**config.mk**
```make
export PLATFORM = sky130hd
export DESIGN_NAME = nfss_merge
export DESIGN_NICKNAME = d
export VERILOG_FILES = /design/src/rtl/core/nfss_pkg.sv /design/src/rtl/core/nfss_merge.sv
export SDC_FILE = /design/constraint.sdc
export NUM_CORES = 1
export LEC_CHECK = 0
export ABC_AREA = 1
export BUFFER_PORTS_ARGS = -buffer_cell sky130_fd_sc_hd__buf_4
export CAP_MARGIN = 10
export CORE_AREA = 8 8 45 47
export DETAILED_ROUTE_END_ITERATION = 12
export DIE_AREA = 0 0 53 55
export MAX_ROUTING_LAYER = met4
export PLACE_DENSITY = 0.54
export SETUP_SLACK_MARGIN = 0.5
export SYNTH_ARGS = -nofsm -noshare
export SYNTH_HDL_FRONTEND = slang
export SYNTH_SLANG_ARGS = --single-unit
```
**constraint.sdc**
```tcl
create_clock -name vclk -period 4.85
set_clock_uncertainty 0.1 [all_clocks]
set_input_delay 0.7275 -clock vclk [all_inputs]
set_output_delay 0.7275 -clock vclk [all_outputs]
set_load 0.03 [all_outputs]
```
**src/rtl/core/nfss_pkg.sv**
```systemverilog
// ----------------------------------------------------------------------------
// nfss_pkg
// Shared types and constants of the node free-space streak unit.
// ----------------------------------------------------------------------------
package nfss_pkg;

    localparam int DEPTH_W    = 16;
    localparam int ID_W       = 16;
    localparam int STREAK_W   = 16;
    localparam int EPOCH_W    = 32;
    localparam int COUNT_W    = 4;
    localparam int NEIGHBOURS = 9;
    // scaled limit: node_depth * (65536 + tolerance) fits in 33 bits
    localparam int LIMIT_W    = 33;
    localparam int CFG_IDX_W  = 1;

    localparam logic [STREAK_W-1:0] STREAK_MAX    = 16'hFFFF;
    localparam logic [STREAK_W-1:0] DELETE_STREAK = 16'd3;
    localparam logic [DEPTH_W-1:0]  TOL_RESET     = 16'd1311;
    localparam logic [COUNT_W-1:0]  SUPPORT_RESET = 4'd6;

    // configuration register indexes
    localparam logic [CFG_IDX_W-1:0] CFG_DEPTH_TOLERANCE  = 1'b0;
    localparam logic [CFG_IDX_W-1:0] CFG_SUPPORT_REQUIRED = 1'b1;

    // command codes
    localparam logic CMD_FRAME_TICK = 1'b0;
    localparam logic CMD_NODE       = 1'b1;

    typedef struct packed {
        logic               cmd;
        logic [ID_W-1:0]    node_id;
        logic [DEPTH_W-1:0] node_depth;
        logic [DEPTH_W-1:0] depth_nw;
        logic [DEPTH_W-1:0] depth_n;
        logic [DEPTH_W-1:0] depth_ne;
        logic [DEPTH_W-1:0] depth_w;
        logic [DEPTH_W-1:0] depth_c;
        logic [DEPTH_W-1:0] depth_e;
        logic [DEPTH_W-1:0] depth_sw;
        logic [DEPTH_W-1:0] depth_s;
        logic [DEPTH_W-1:0] depth_se;
    } item_t;

    typedef struct packed {
        logic [ID_W-1:0]     out_node_id;
        logic                is_free;
        logic [COUNT_W-1:0]  support_count;
        logic [STREAK_W-1:0] streak_len;
        logic                prune_ready;
    } result_t;

    // merged verdict of the lanes
    typedef struct packed {
        logic               is_free;
        logic [COUNT_W-1:0] support_count;
    } verdict_t;

endpackage

```
**src/rtl/core/nfss_merge.sv**
```systemverilog
// ----------------------------------------------------------------------------
// nfss_merge
// Merging stage: counts the lane votes and decides whether the node is free.
// ----------------------------------------------------------------------------
module nfss_merge (
    input  logic [nfss_pkg::NEIGHBOURS-1:0] votes,
    input  logic [nfss_pkg::COUNT_W-1:0]    support_required,
    output nfss_pkg::verdict_t              verdict
);

    import nfss_pkg::*;

    logic [COUNT_W-1:0] count;

    // population count of the votes
    always_comb
    begin
        count = '0;
        for (int k = 0; k < NEIGHBOURS; k++)
        begin
            count = count + COUNT_W'(votes[k]);
        end
    end

    assign verdict.support_count = count;
    assign verdict.is_free       = (count >= support_required);

endmodule

```
After elaboration in Yosys (flattened, before gate mapping). Index checks and enable logic that the tools add are counted.

Shifts and indexed selects: 0. Magnitude comparators: 1. Muxes and demuxes: 0. Div/mod/pow operators: 0. Add/subtract/negate cells: 8. Equal/unequal tests: 0. Reductions and logical operators: 0. Bitwise logic cells: 0. $mul: 0.

Operators with widths (number): $add A4 B1 Y4 (5); $add A3 B1 Y4 (1); $ge A4 B4 Y1 (1); $add A2 B1 Y3 (1); $add A1 B1 Y2 (1).

Memory bits (writable): 0. Register bits: 0. Logic and storage cells: 9. Memories kept: 0. Latch bits: 0. Bits of input ports: 13. Output and inout bits: 5. Memory bits (read-only): 0.

Logic depth before layout (Yosys ltp).
Word-level depth: 9. Gate-level depth with buffers: 14. Gate-level depth less buffers: 14.

Worst setup path before layout. No wires, ideal clock.

Kind: input-to-output. From: input port votes[0] (netlist bit). To: output port verdict[4] (netlist bit). Setup slack: -0.139 ns. Arrival time: 4.162 ns. Required time: 4.023 ns. Cell stages on the path: 14. Path buffers: 0. Cells stage by stage: fa_1 > inv_1 > fa_1 > fa_1 > inv_1 > fa_1 > inv_1 > fa_1 > xnor2_1 > ha_1 > nand2_1 > inv_1 > nand2_1 > nand3_1.

RTL lines: start: declaration (line nfss_merge.sv:6) `input logic [nfss_pkg::NEIGHBOURS-1:0] votes,`; end: declaration (line nfss_merge.sv:8) `output nfss_pkg::verdict_t verdict`.

==> insert_results.sql <==
INSERT INTO impl_metrics (metric_group, metric, value, unit) VALUES
('outcome', 'outcome', 'finished clean', ''),
('timing', 'grt_setup_unrepaired', 'true', ''),
('layout', 'drive_above_1_share', '52.4', '%'),
('pwr', 'power.total', '0.258', 'mW'),
('die', 'num_rows', '14', ''),
('place', 'dp.final_hpwl', '736', 'um'),
('layout', 'antenna_fix_cells', '0', ''),
('route', 'drc_errors', '0', ''),
('die', 'floorplan.initialDensity', '21.5', '%'),
('critical_path', 'cp.required', '4020', 'ps'),
('critical_path', 'capturing_element_type_of_the_critical_path', 'output pin', ''),
('die', 'die-height', '55', 'um'),
('timing', 'maxSlewHeadroom', '83.8', '%'),
('timing', 'timing_max_transition_violations_final', '0', ''),
('layout', 'ff_latch_count', '0', ''),
('layout', 'n_clock_buffer', '0', ''),
('pwr', 'share_comb_of_total_power', '100.0', '%'),
('route', 'routed_wl', '809', 'um'),
('pwr', 'power.leakage', '0.335', 'nW'),
('worst_hold_path', 'worst_hold_path_cell_count', '3', ''),
('critical_path', 'arrival', '3920', 'ps'),
('pwr', 'vdd.ir_drop.worst', '0.113', 'mV'),
('route', 'ant_nets', '0', ''),
('route', 'detail_route.wl_per_cell', '10.2', 'um'),
('pwr', 'internal_power', '0.134', 'mW'),
('global_routing', 'grt_overflow', '0', ''),
('global_routing', 'grt_antenna_before_repair', '0', ''),
('timing', 'layout_worst_path_cycle_share', '98.0', '%'),
('pwr', 'clock_power_share', '0', '%'),
('critical_path', 'critPathLaunch', 'votes[0]', ''),
('global_routing', 'most_heavily_used_metal_layer_in_global_routing', 'met2', ''),
('pwr', 'powerDensity', '439', 'nW/um2'),
('route', 'drt_iter0_drc', '1', ''),
('layout', 'layoutNonFillerInstCount', '79', ''),
('route', 'dr_total_vias', '313', ''),
('place', 'numPlacedInstances', '74', ''),
('die', 'ios', '18', ''),
('critical_path', 'setup.worst_path.class', 'in2out', ''),
('worst_hold_path', 'hold_path.startpoint', 'votes[4]', ''),
('timing', 'highest_achievable_clock_rate', '210', 'MHz'),
('place', 'portBuffers', '18', ''),
('die', 'die_width', '53', 'um'),
('timing', 'setup_violations', '0', ''),
('pwr', 'p_switching', '0.123', 'mW'),
('global_routing', 'grt_start_max_net_pins', '4', ''),
('synth', 'seq_area_frac_synth', '0', '%'),
('synth', 'netlist-cell-type-count', '9', ''),
('layout', 'fillCellCount', '139', ''),
('global_routing', 'globalRouteMet1Util', '6.88', '%'),
('die', 'dieArea', '2920', 'um2'),
('layout', 'final_core_util', '42.4', '%'),
('layout', 'layout_commonest_cell', 'sky130_fd_sc_hd__inv_1', ''),
('global_routing', 'vias_in_the_first_global_route', '344', ''),
('run', 'drv_cap', '0', ''),
('synth', 'synthesis.yosys.warnings', '0', ''),
('critical_path', 'timing.critical_path.from_type', 'input port', ''),
('layout', 'synthesis_to_layout_area_growth', '97.1', '%'),
('synth', 'mappedNetlistNets', '64', ''),
('synth', 'post_synth_instance_area', '298', 'um2'),
('timing', 'min_period', '4750', 'ps'),
('layout', 'ff_latch_area', '0', 'um2'),
('pwr', 'sequentialPowerShare', '0', '%'),
('critical_path', 'cp_max_fo', '2', ''),
('synth', 'synthesis.area_per_instance', '7.44', 'um2'),
('timing', 'timing.final.hold_violations', '0', ''),
('global_routing', 'use_met3', '1.34', '%'),
('synth', 'netlist_instances', '40', ''),
('global_routing', 'all_layer_global_routing_usage', '6.66', '%'),
('global_routing', 'wire_length_of_the_first_global_routing_pass', '1510', 'um'),
('route', 'detail_route.first_pass.iterations', '2', ''),
('pwr', 'power.switching_fraction', '47.8', '%'),
('die', 'fp.coreArea', '1380', 'um2'),
('route', 'vias_per_cell', '3.96', ''),
('place', 'gp_routability_congestion', '0.680', ''),
('timing', 'max_slew.worst_pin.slew', '244', 'ps'),
('layout', 'most-common-layout-cells', '16 x sky130_fd_sc_hd__inv_1, 15 x sky130_fd_sc_hd__buf_4, 8 x sky130_fd_sc_hd__buf_6, 4 x sky130_fd_sc_hd__nand2_1, 4 x sky130_fd_sc_hd__ha_1', ''),
('global_routing', 'use_met2', '13.3', '%'),
('worst_hold_path', 'min_path_type', 'in2out', ''),
('layout', 'finalNetCount', '89', '');
[critical path, cell delays in order]
cell and delay, ps:
sky130_fd_sc_hd__buf_6 100, sky130_fd_sc_hd__fa_1 540, sky130_fd_sc_hd__inv_1 50, sky130_fd_sc_hd__fa_1 500, sky130_fd_sc_hd__fa_1 420, sky130_fd_sc_hd__inv_1 80, sky130_fd_sc_hd__fa_2 200, sky130_fd_sc_hd__inv_2 40
sky130_fd_sc_hd__fa_2 580, sky130_fd_sc_hd__inv_4 40, sky130_fd_sc_hd__ha_4 260, sky130_fd_sc_hd__nand4_1 140, sky130_fd_sc_hd__nand3_4 110, sky130_fd_sc_hd__buf_6 130
[cell usage after synthesis, drive strengths merged]
| cell type | instances | area share (%) |
|---|---|---|
| inv | 18 | 23 |
| xnor2 | 1 | 2.9 |
| nand3 | 2 | 3.4 |
| nand2 | 6 | 8.4 |
| a21oi | 1 | 1.7 |
| ha | 6 | 25 |
| nand4 | 1 | 2.1 |
| fa | 5 | 34 |
[final timing paths]
check / to / slack [ps]
hold / removal: verdict[0] / 1810
setup / recovery: verdict[4] / 100
[power by group through the flow]
stage / sequential [mW] / clock (mW) / combinational, mW
2_1_floorplan: 0 / 0 / 0.144
3_3_place_gp: 0 / 0 / 0.193
3_5_place_dp: 0 / 0 / 0.198
4_1_cts: 0 / 0 / 0.254
5_1_grt: 0 / 0 / 0.282
6_report: 0 / 0 / 0.258
[repair_timing]
action / 4_1_cts / 5_1_grt
pin swaps: 0 / 1
setup buffers: 5 / 0
gates resized for setup: 7 / 2
hold buffers: 0 / 0
endpoints found under the setup margin: 3 / 3
[final cells by class]
| cell class | count | area, um2 | area share (%) |
|---|---|---|---|
| Inverter | 18 | 70.1 | 11.9 |
| Multi-Input combinational cell | 22 | 294 | 50.1 |
| Tap cell | 16 | 20.0 | 3.41 |
| Timing Repair Buffer | 23 | 203 | 34.5 |
[layer usage]
layer | part of all wire (%) | vias up
met5 | 0 | -
met4 | 0 | 0
met3 | 9.9 | 0
met2 | 59 | 8
met1 | 31 | 146
li1 | - | 159
[stage by stage]
stage	setup WS (ps)	cell area, um2	setup TNS (ps)	hold slack, ps
floorplan	251	362	0	1650
global placement	86.0	517	0	1810
detailed placement	6.92	517	0	1810
CTS	50.9	581	0	1810
global route	-50.1	587	-50.1	1830
finish	98.4	587	0	1810
[kinds of logic (layout without fill, tap and decap cells)]
group | count (synthesis) | after routing | share of synthesized area [%]
AO/OA/AOI/OAI | 1 | 1 | 1.68
XOR/XNOR | 1 | 1 | 2.94
adder cells (fa/ha/maj) | 11 | 11 | 58.8
buffers and inverters | 18 | 41 | 22.7
AND/OR/NAND/NOR | 9 | 9 | 13.9
Power figures use the tool's default switching activity.
