### config.mk
export PLATFORM = sky130hd
export DESIGN_NAME = nfss_lane
export DESIGN_NICKNAME = d
export VERILOG_FILES = /design/src/rtl/core/nfss_pkg.sv /design/src/rtl/core/nfss_lane.sv
export SDC_FILE = /design/constraint.sdc
export NUM_CORES = 1
export LEC_CHECK = 0
export BUFFER_PORTS_ARGS = -buffer_cell sky130_fd_sc_hd__buf_2
export CAP_MARGIN = 25
export CORE_UTILIZATION = 30
export DETAILED_ROUTE_END_ITERATION = 7
export PLACE_DENSITY = 0.71
export SETUP_SLACK_MARGIN = 0.3
export SYNTH_ARGS = -nofsm -noshare
export SYNTH_HDL_FRONTEND = slang
export SYNTH_SLANG_ARGS = --single-unit
### constraint.sdc
create_clock -name vclk -period 3.05
set_input_delay 0.1525 -clock vclk [all_inputs]
set_output_delay 0.1525 -clock vclk [all_outputs]
set_load 0.01 [all_outputs]
### src/rtl/core/nfss_pkg.sv
// ----------------------------------------------------------------------------
// nfss_pkg
// Shared types and constants of the node free-space streak unit.
// ----------------------------------------------------------------------------
package nfss_pkg;

    localparam int DEPTH_W    = 16;
    localparam int ID_W       = 16;
    localparam int STREAK_W   = 16;
    localparam int EPOCH_W    = 32;
    localparam int COUNT_W    = 4;
    localparam int NEIGHBOURS = 9;
    // scaled limit: node_depth * (65536 + tolerance) fits in 33 bits
    localparam int LIMIT_W    = 33;
    localparam int CFG_IDX_W  = 1;

    localparam logic [STREAK_W-1:0] STREAK_MAX    = 16'hFFFF;
    localparam logic [STREAK_W-1:0] DELETE_STREAK = 16'd3;
    localparam logic [DEPTH_W-1:0]  TOL_RESET     = 16'd1311;
    localparam logic [COUNT_W-1:0]  SUPPORT_RESET = 4'd6;

    // configuration register indexes
    localparam logic [CFG_IDX_W-1:0] CFG_DEPTH_TOLERANCE  = 1'b0;
    localparam logic [CFG_IDX_W-1:0] CFG_SUPPORT_REQUIRED = 1'b1;

    // command codes
    localparam logic CMD_FRAME_TICK = 1'b0;
    localparam logic CMD_NODE       = 1'b1;

    typedef struct packed {
        logic               cmd;
        logic [ID_W-1:0]    node_id;
        logic [DEPTH_W-1:0] node_depth;
        logic [DEPTH_W-1:0] depth_nw;
        logic [DEPTH_W-1:0] depth_n;
        logic [DEPTH_W-1:0] depth_ne;
        logic [DEPTH_W-1:0] depth_w;
        logic [DEPTH_W-1:0] depth_c;
        logic [DEPTH_W-1:0] depth_e;
        logic [DEPTH_W-1:0] depth_sw;
        logic [DEPTH_W-1:0] depth_s;
        logic [DEPTH_W-1:0] depth_se;
    } item_t;

    typedef struct packed {
        logic [ID_W-1:0]     out_node_id;
        logic                is_free;
        logic [COUNT_W-1:0]  support_count;
        logic [STREAK_W-1:0] streak_len;
        logic                prune_ready;
    } result_t;

    // merged verdict of the lanes
    typedef struct packed {
        logic               is_free;
        logic [COUNT_W-1:0] support_count;
    } verdict_t;

endpackage

### src/rtl/core/nfss_lane.sv
// ----------------------------------------------------------------------------
// nfss_lane
// One neighbour lane: votes when the observed depth lies clearly behind the node.
// ----------------------------------------------------------------------------
module nfss_lane (
    input  logic [nfss_pkg::DEPTH_W-1:0] depth,
    input  logic [nfss_pkg::LIMIT_W-1:0] limit,
    output logic                         vote
);

    import nfss_pkg::*;

    logic [LIMIT_W-1:0] depth_scaled;

    // depth * 65536 against node_depth * (65536 + tolerance), exact
    assign depth_scaled = {1'b0, depth, 16'h0000};
    assign vote = (depth != '0) && (depth_scaled > limit);

endmodule

# After elaboration in Yosys (flattened, before gate mapping)
# Cells that the tools add are included.
# totals
wordCells	3
register_bits	0
# classes
n_reduce_logical	2
n_lt_le_gt_ge	1
# op_table
operator	n
$gt 32x33->1	1
$reduce_bool 16->1	1
$logic_and 1x1->1	1

# Longest topological paths before layout
# Gate-level depths: netlist of run 1.
# logic_depth
word_depth	2
depth_mapped	6
ltp_nobuf	6

# Worst setup path before layout of run 1
# OpenSTA, ideal clock, no wires.
# synth_path
path_type	input port to output port
startpoint	in limit[30] in the netlist's numbering
endpoint	out vote
setup_slack_ns	1.755
path_buffers	0
path_stages	6
t_arrival_ns	1.142
path_cell_list	inv_1 -> ha_1 -> nand4b_4 -> or2_0 -> o31ai_1 -> a31oi_1
# synth_between
elab_chain_len	2
# synth_lines
element	line	source
start: declaration	nfss_lane.sv:7	input logic [nfss_pkg::LIMIT_W-1:0] limit,
$gt 32x33->1	nfss_lane.sv:17	assign vote = (depth != '0) && (depth_scaled > limit);
$logic_and 1x1->1	nfss_lane.sv:17	
end: declaration	nfss_lane.sv:8	output logic vote
# No other way between the ends.

# Final worst setup path of run 1
# layout_path
startpoint	in depth[14] in the netlist's numbering
endpoint	out vote
# layout_between
elab_chain_len	2
elab_cells_between_ends	3
classes_between	order compare: 1; reduce/logical: 2
# layout_lines
element	line	source
start: declaration	nfss_lane.sv:6	input logic [nfss_pkg::DEPTH_W-1:0] depth,
$gt 32x33->1 or $reduce_bool 16->1 (tied branches)	nfss_lane.sv:17	
$logic_and 1x1->1 *	nfss_lane.sv:17	
# Every way passes the cells marked *; elsewhere a longest branch is shown, timed or not.

==> results of run 1 <==
-- synth_stat cells --
library cell,count
and4_1,2
nand4_1,3
nand2_1,1
nor4_2,1
o31ai_1,1
nand4_2,1
o21ai_1,2
a211oi_1,3
inv_1,18
o21ai_0,1
a21oi_1,3
a31o_1,1
nor4_1,6
nand4b_4,1
o32ai_1,1
or2_0,1
ha_1,16
nand3_1,2
a31oi_1,1
nor2_1,6
-- power by group through the flow --
stage	sequential, µW	clock, µW	combinational, µW
CTS	0	0	88.1
global route	0	0	100
global placement	0	0	85.6
floorplan	0	0	43.3
finish	0	0	86.7
detailed placement	0	0	87.8
-- through the flow --
| step | instance area (µm²) | utilization | power (µW) |
|---|---|---|---|
| after detailed placement | 787 | 0.505 | 87.8 |
| after global routing | 787 | 0.505 | 100 |
| after CTS | 787 | 0.505 | 88.1 |
| after floorplan | 517 | - | 43.3 |
| after global placement | 787 | 0.505 | 85.6 |
| final | 787 | 0.505 | 86.7 |
-- worst max-delay path: stages --
cell,delay (ns)
buf_2,0.11
ha_1,0.33
nand4b_4,0.13
or2_0,0.23
o31ai_1,0.23
a31oi_1,0.06
buf_2,0.14
-- worst paths after layout --
check / cells after the start / from / endpoint
worst max-delay path: 7 / depth[14] / vote
worst min-delay path: 5 / limit[32] / vote
-- cells by family (layout without fill, tap and decap cells) --
group,count (synthesis),after routing
buffers and inverters,18,68
adder cells (fa/ha/maj),16,16
AO/OA/AOI/OAI,13,13
AND/OR/NAND/NOR,24,24
-- per-layer routing --
layer  up-vias  global-route usage  part of all wire
met4         0                   0                 0
met1       299               0.168              0.42
met3         0             0.00417             0.059
met5         -                   0                 0
met2        23               0.303              0.52
li1        366                   -                 -
-- cell type report --
cell class / count / share of cell area
Inverter: 18 / 0.0859
Multi-Input combinational cell: 53 / 0.571
Tap cell: 16 / 0.0254
Timing Repair Buffer: 50 / 0.318
-- cells in the final DEF (no fill, tap or decap) --
master and instances:
o31ai_1 1, a21oi_1 3, a31o_1 1, a31oi_1 1, nand3_1 2, nor2_1 6, nand4_2 1, a211oi_1 3
nand2_1 1, ha_1 16, inv_1 18, o21ai_0 1, nand4_1 3, buf_2 50, nor4_2 1, o21ai_1 2
o32ai_1 1, nand4b_4 1, nor4_1 6, or2_0 1, and4_1 2
==> impl_metrics.tcl, run 1 <==
set metrics [dict create \
    outcome "finished with violations" \
    violations "design-rule violations" \
    combPwrFrac 1.000 \
    drtIter0Drc 11 \
    final_cells 137 \
    cp-end-kind "output pin" \
    hp-class "in2out" \
    num-fill-cells 167 \
    clkPwrFrac 0 \
    post-place-ws_ns 1.51 \
    intPower_uw 46.3 \
    crit_type "in2out" \
    n_clock_buffer 0 \
    grt_use_total 0.144 \
    timing.final.crit_share 0.503 \
    area_growth_syn_to_layout_pct 52.3 \
    synth-compound-area-share 0.162 \
    cts_resized 0 \
    antenna_found_initial 0 \
    dp_hpwl_um 1290 \
    synth-simple-area-share 0.320 \
    grt_pass1_vias 620 \
    finalSetupViolCount 0 \
    critical_path_required_ns 2.90 \
    tns_ns 0 \
    synth_top_family_by_area "adder cells" \
    slew_violations 0 \
    postSynthCellCount 71 \
    power_density_mw_per_mm2 110 \
    drtPass1Iterations 6 \
    synth-adder-area-share 0.387 \
    synthXorXnorAreaFrac 0 \
    register_area_um2 0 \
    rsz0062_at_grt "no" \
    via_per_inst 5.02 \
    power.switching_uw 40.4 \
    drcViolationCount 8 \
    num_io_pins 50 \
    cp-start-kind "primary input" \
    yosys.area.top_type "ha_1" \
    core_mm2 0.00156 \
    cts_setup_buffers 0 \
    nets 188 \
    synth.distinct_cells 20 \
    grt_pass1_wl_um 2210 \
    worst_pin_slew_ns 0.339 \
    timing.slew.headroom 0.772 \
    vdd_ir_drop_max_uv 39.8 \
    n_antenna_cell 0 \
    synth_seq_area_share 0 \
    start_util 0.331 \
    nFlopsAndLatches 0 \
    syn_area_per_cell_um2 7.28 \
    synthMuxAreaShare 0 \
    power_leakage_uw 0.000478 \
    maxCapViolCount 0 \
    grt_max_degree 5 \
    vias 688 \
    p_sw_frac 0.466 \
    hold_viol_final 0 \
    drive_above_1_share 0.438 \
    fmax_mhz 652 \
    yosys_warnings 0 \
    power_frac_seq 0 \
    synth_top_area_share 0.387 \
    hold_buffers 0 \
    ant_nets 0 \
    io_buffers 50 \
    die_x_um 43.5 \
    fin_crit_ns 1.53 \
    wl_um 1330 \
    routedWlPerCell_um 9.72 \
    synth_nets 136 \
    worstPathArrival_ns 1.38 \
    syn-cell-area_um2 517 \
    gp_congestion 0.765 \
    cp_max_fo 4 \
    synthTopCellsByArea "ha_1 39%, inv_1 13%, nor4_1 7.3%" \
    die_h_um 43.5 \
    multi_input_area_um2 449 \
    die-area_mm2 0.00189 \
    placementRows 14 \
    dp.cells 137 \
    setup_ws_ns 1.52 \
    holdWs_ns 0.774 \
    grt_overflow_total 0 \
]
Note: power is estimated with default switching activity, not from simulation.
==> inputs of run 2 (changes only) <==
ABC_AREA = 1   (was not set)
PLACE_DENSITY = 0.68   (was 0.71)
clock period = 1.5 ns   (was 3.05 ns; I/O delays follow)
==> run 2 against run 1 <==
Net effect: the flow now finishes without violations; global-route usage increased by 3.7 points; final cell count increased by 34%; first-iteration DRC count decreased by 64%; clock-buffer cell count unchanged; worst setup slack got worse by 1.2 ns; via count increased by 22%; area after synthesis increased by 15%; combinational power increased to 4.0 times the previous value; final area increased by 57%; flip-flop and latch count unchanged.
==> impl_metrics.tcl, run 2 <==
set metrics [dict create \
    outcome "complete, no violations" \
    min_from "limit[13]" \
    wl_um 2090 \
    cp_max_fo 2 \
    clkPwrFrac 0 \
    timing.slew.headroom 0.864 \
    power_frac_seq 0 \
    rsz0062_at_grt "yes" \
    fmax_mhz 830 \
    hold_depth 8 \
    placementRows 15 \
    n_antenna_cell 0 \
    power.switching_uw 163 \
    drtIter0Drc 4 \
    grt_overflow_total 0 \
    vias 842 \
    nFlopsAndLatches 0 \
    syn_area_per_cell_um2 5.51 \
    grt_max_degree 4 \
    die_x_um 46.6 \
    hp-class "in2out" \
    postSynthCellCount 108 \
    synth.distinct_cells 15 \
    yosys_warnings 0 \
    drive_above_1_share 0.623 \
    critical_path.top_delay_family "simple AND/OR/NAND/NOR gates" \
    slew_violations 0 \
    cp-end-kind "output pin" \
    crit_buf_inv 3 \
    combPwrFrac 1.000 \
    min_to "vote" \
    cp-start-kind "primary input" \
    worst_path_max_delay_cell "ha_4" \
    timing.final.crit_share 0.803 \
    hold_viol_final 0 \
    io_buffers 50 \
    power_leakage_uw 0.000628 \
    synthTopCellsByArea "ha_1 34%, nor2_1 15%, inv_1 14%" \
    cp_slowest_stage_delay_ns 0.27 \
    die-area_mm2 0.00217 \
    ant_nets 0 \
    dp_hpwl_um 1430 \
    synth_seq_area_share 0 \
    final_common_cell "buf_2" \
    die_h_um 46.6 \
    vdd_ir_drop_max_uv 139 \
    intPower_uw 186 \
    fin_crit_ns 1.20 \
    worst_pin_slew_ns 0.202 \
    antenna_found_initial 0 \
    worstPathArrival_ns 1.13 \
    routedWlPerCell_um 11.4 \
    tns_ns 0 \
    start_util 0.331 \
    drtPass1Iterations 4 \
    nets 226 \
    yosys.area.top_type "ha_1" \
    gp_congestion 0.746 \
    grt_pass1_wl_um 2970 \
    finalSetupViolCount 0 \
    core_mm2 0.00180 \
    critical_path_required_ns 1.42 \
    area_growth_syn_to_layout_pct 107 \
    final_cell_mix "38 x buf_2, 19 x nor2_1, 15 x ha_4, 14 x nand2_1" \
    syn-cell-area_um2 596 \
    via_per_inst 4.58 \
    power_density_mw_per_mm2 283 \
    drcViolationCount 0 \
    synth_commonest_cells "24 x nor2_1, 23 x inv_1, 22 x nand2_1" \
    synth_top_area_share 0.336 \
    p_total_uw 349 \
    maxCapViolCount 0 \
    path_cells "buf_6 -> inv_2 -> ha_4 -> nand2_4 -> nor2_4 -> nor3b_4 -> nand2_2 -> a21oi_2 -> buf_2" \
    register_area_um2 0 \
    p_sw_frac 0.468 \
    grt_pass1_vias 776 \
    num_io_pins 50 \
    synth.most_common_cell "nor2_1" \
    grt_use_total 0.182 \
    hold_buffers 0 \
    synth_nets 173 \
    n_clock_buffer 0 \
    crit_type "in2out" \
]
==> run 2: changes by cell type after synthesis, moves of 2 or more <==
| cell | delta |
|---|---|
| nand3_1 | +5 |
| nor2_1 | +18 |
| a211oi_1 | -3 |
| nand2_1 | +21 |
| nor4_1 | -6 |
| inv_1 | +5 |
| o21ai_1 | -2 |
| a21oi_1 | +2 |
| and4_1 | -2 |
==> run 2: worst min-delay path: stages <==
cell,delay (ns)
buf_2,0.08
nor2_1,0.03
nand3_1,0.07
nor2_1,0.04
nand3_1,0.05
nand2_1,0.06
a21oi_2,0.10
buf_2,0.13
==> run 2: final cells by class <==
class              count  area, µm²
inverters             24       92.6
fillers              155        568
repair buffers        51        333
well taps             25       31.3
multi-input cells     84        777
==> run 2: metrics by stage <==
stage                     instances  area [µm²]  hold slack, ns  utilization  setup WS, ns
after detailed placement        183         877           0.703        0.487         0.239
final                           184        1230           0.701        0.685         0.296
after floorplan                 108         596           0.492            -         0.500
after global routing            184        1230           0.745        0.685         0.250
after global placement          183         877           0.703        0.487         0.266
after CTS                       184        1070           0.705        0.594         0.301
==> run 2: cells by family after synthesis <==
| kind of cell | Yosys count | synth area share |
|---|---|---|
| AOI/OAI and AO/OA | 8 | 0.0798 |
| adders and majority gates | 16 | 0.336 |
| buffers and inverters | 24 | 0.151 |
| and+or+nand+nor | 60 | 0.433 |
==> run 2: power by group through the flow <==
stage | registers [µW] | clock network [µW] | logic, µW
finish | 0 | 0 | 349
global route | 0 | 0 | 383
CTS | 0 | 0 | 266
detailed placement | 0 | 0 | 202
global placement | 0 | 0 | 197
floorplan | 0 | 0 | 110
==> run 2: worst max-delay path by stage <==
stage	from	endpoint	slack, ns	cells past startpoint
floorplan	limit[30]	vote	0.50	7
global placement	depth[8]	vote	0.27	8
detailed placement	depth[14]	vote	0.24	8
CTS	limit[19]	vote	0.30	12
global route	limit[30]	vote	0.25	9
finish	limit[30]	vote	0.30	9
==> run 2: repair_timing <==
action | CTS | global route
buffers inserted | 1 | 0
pin swaps | 13 | 27
gates resized for setup | 29 | 36
gates cloned | 0 | 0
setup endpoints to repair | 1 | 1
==> run 2: metal layers <==
layer  routed length [µm]  vias to the layer above  track usage
met1                  818                      368        0.218
met3                  104                        4      0.00392
met2                 1120                       29        0.350
li1                     -                      441            -
met4                   46                        0       0.0353
met5                    0                        -            0
==> inputs of run 3 (changes only) <==
clock period = 1.16 ns   (was 1.5 ns; I/O delays follow)
==> run 3 against run 2 <==
Net effect: core utilization is 5.3 points higher; global-route usage is 1.0 points lower; routed wire length is 9.2% lower; hold slack worse by 0.025 ns; clock-buffer cell count stayed put; flip-flop and latch count stayed put; final area is 7.7% higher; combinational power is 39% higher.
==> impl_metrics.tcl, run 3 (synthesis results as in run 2) <==
set metrics [dict create \
    globalRouteMet2Util 0.331 \
    num_io_pins 50 \
    multi_input_area_um2 788 \
    grt_max_degree 4 \
    register_area_um2 0 \
    maxCapViolCount 0 \
    num-fill-cells 145 \
    p_sw_frac 0.446 \
    die-area_mm2 0.00217 \
    grt_overflow_total 0 \
    crit_type "in2out" \
    outcome "complete, no violations" \
    intPower_uw 268 \
    fin_crit_ns 1.15 \
    vias 828 \
    grt_use_total 0.171 \
    nets 229 \
    cp-end-kind "output pin" \
    gp_congestion 0.740 \
    die_h_um 46.6 \
    drive_above_1_share 0.679 \
    hp-class "in2out" \
    n_antenna_cell 0 \
    slew_violations 0 \
    final_cells 187 \
    power_leakage_uw 0.000648 \
    placed_area_mm2 0.00105 \
    timing.slew.headroom 0.857 \
    critical_path_required_ns 1.10 \
    rsz0062_at_grt "yes" \
    die_x_um 46.6 \
    top_usage_layer "met2" \
    nFlopsAndLatches 0 \
    antenna_found_initial 0 \
    use_met1 0.221 \
    power.switching_uw 216 \
    fin_area_mm2 0.00133 \
    post-place-ws_ns -0.0959 \
    clkPwrFrac 0 \
    grt_pass1_vias 739 \
    drtPass1Iterations 3 \
    power_frac_seq 0 \
    setup_ws_ns 0.0116 \
    worstPathArrival_ns 1.09 \
    start_util 0.331 \
    wl_um 1900 \
    hold_buffers 0 \
    cp_max_fo 2 \
    drcViolationCount 0 \
    ant_nets 0 \
    cp-start-kind "primary input" \
    power_density_mw_per_mm2 365 \
    io_buffers 50 \
    timing.final.crit_share 0.990 \
    vdd_ir_drop_max_uv 198 \
    finalSetupViolCount 0 \
    use_met3 0 \
    hold_viol_final 0 \
    dp_hpwl_um 1470 \
    placementRows 15 \
    worst_pin_slew_ns 0.212 \
    combPwrFrac 1.000 \
    dp.cells 184 \
    final_common_cell "buf_2" \
    grt_pass1_wl_um 2790 \
    utilization 0.738 \
    holdWs_ns 0.676 \
    fmax_mhz 871 \
    area_growth_syn_to_layout_pct 123 \
    drtIter0Drc 4 \
    final_cell_mix "31 x buf_2, 19 x nor2_1, 17 x buf_6, 15 x ha_4" \
    routedWlPerCell_um 10.1 \
    core_mm2 0.00180 \
    via_per_inst 4.43 \
    n_clock_buffer 0 \
]
run 3: metal layers:
metal,vias up,share of wire
li1,450,-
met1,348,0.42
met2,30,0.53
met3,0,0.050
met4,0,0
met5,-,0
run 3: area by class of cell:
class | instances | area share
Tap cell | 25 | 0.0235
Inverter | 24 | 0.0829
Timing Repair Buffer | 54 | 0.300
Multi-Input combinational cell | 84 | 0.593
run 3: through the flow:
step                TNS, ns  power [µW]
floorplan                 0         195
global placement    -0.0341         331
detailed placement  -0.0959         338
CTS                       0         419
global route        -0.0402         536
finish                    0         485
run 3: worst paths after layout:
path                  startpoint    to  cells past startpoint
worst min-delay path   depth[14]  vote                      7
worst max-delay path    depth[9]  vote                      8
run 3: what timing repair did:
item / in CTS / in global routing
setup buffers: 1 / 2
pin swaps: 23 / 18
resized for setup: 38 / 23
setup endpoints to repair: 1 / 1
endpoints found under the hold margin: 0 / 0
run 3: power groups by stage:
stage	Clock, µW	Combinational (µW)	Sequential, µW
2_1_floorplan	0	195	0
3_3_place_gp	0	331	0
3_5_place_dp	0	338	0
4_1_cts	0	419	0
5_1_grt	0	536	0
6_report	0	485	0
run 3: worst max-delay path, cell delays in order:
cell	delay (ns)
buf_4	0.12
ha_4	0.27
nand2_4	0.05
buf_4	0.13
nor3b_2	0.17
nand2_2	0.07
a21oi_2	0.10
buf_2	0.13
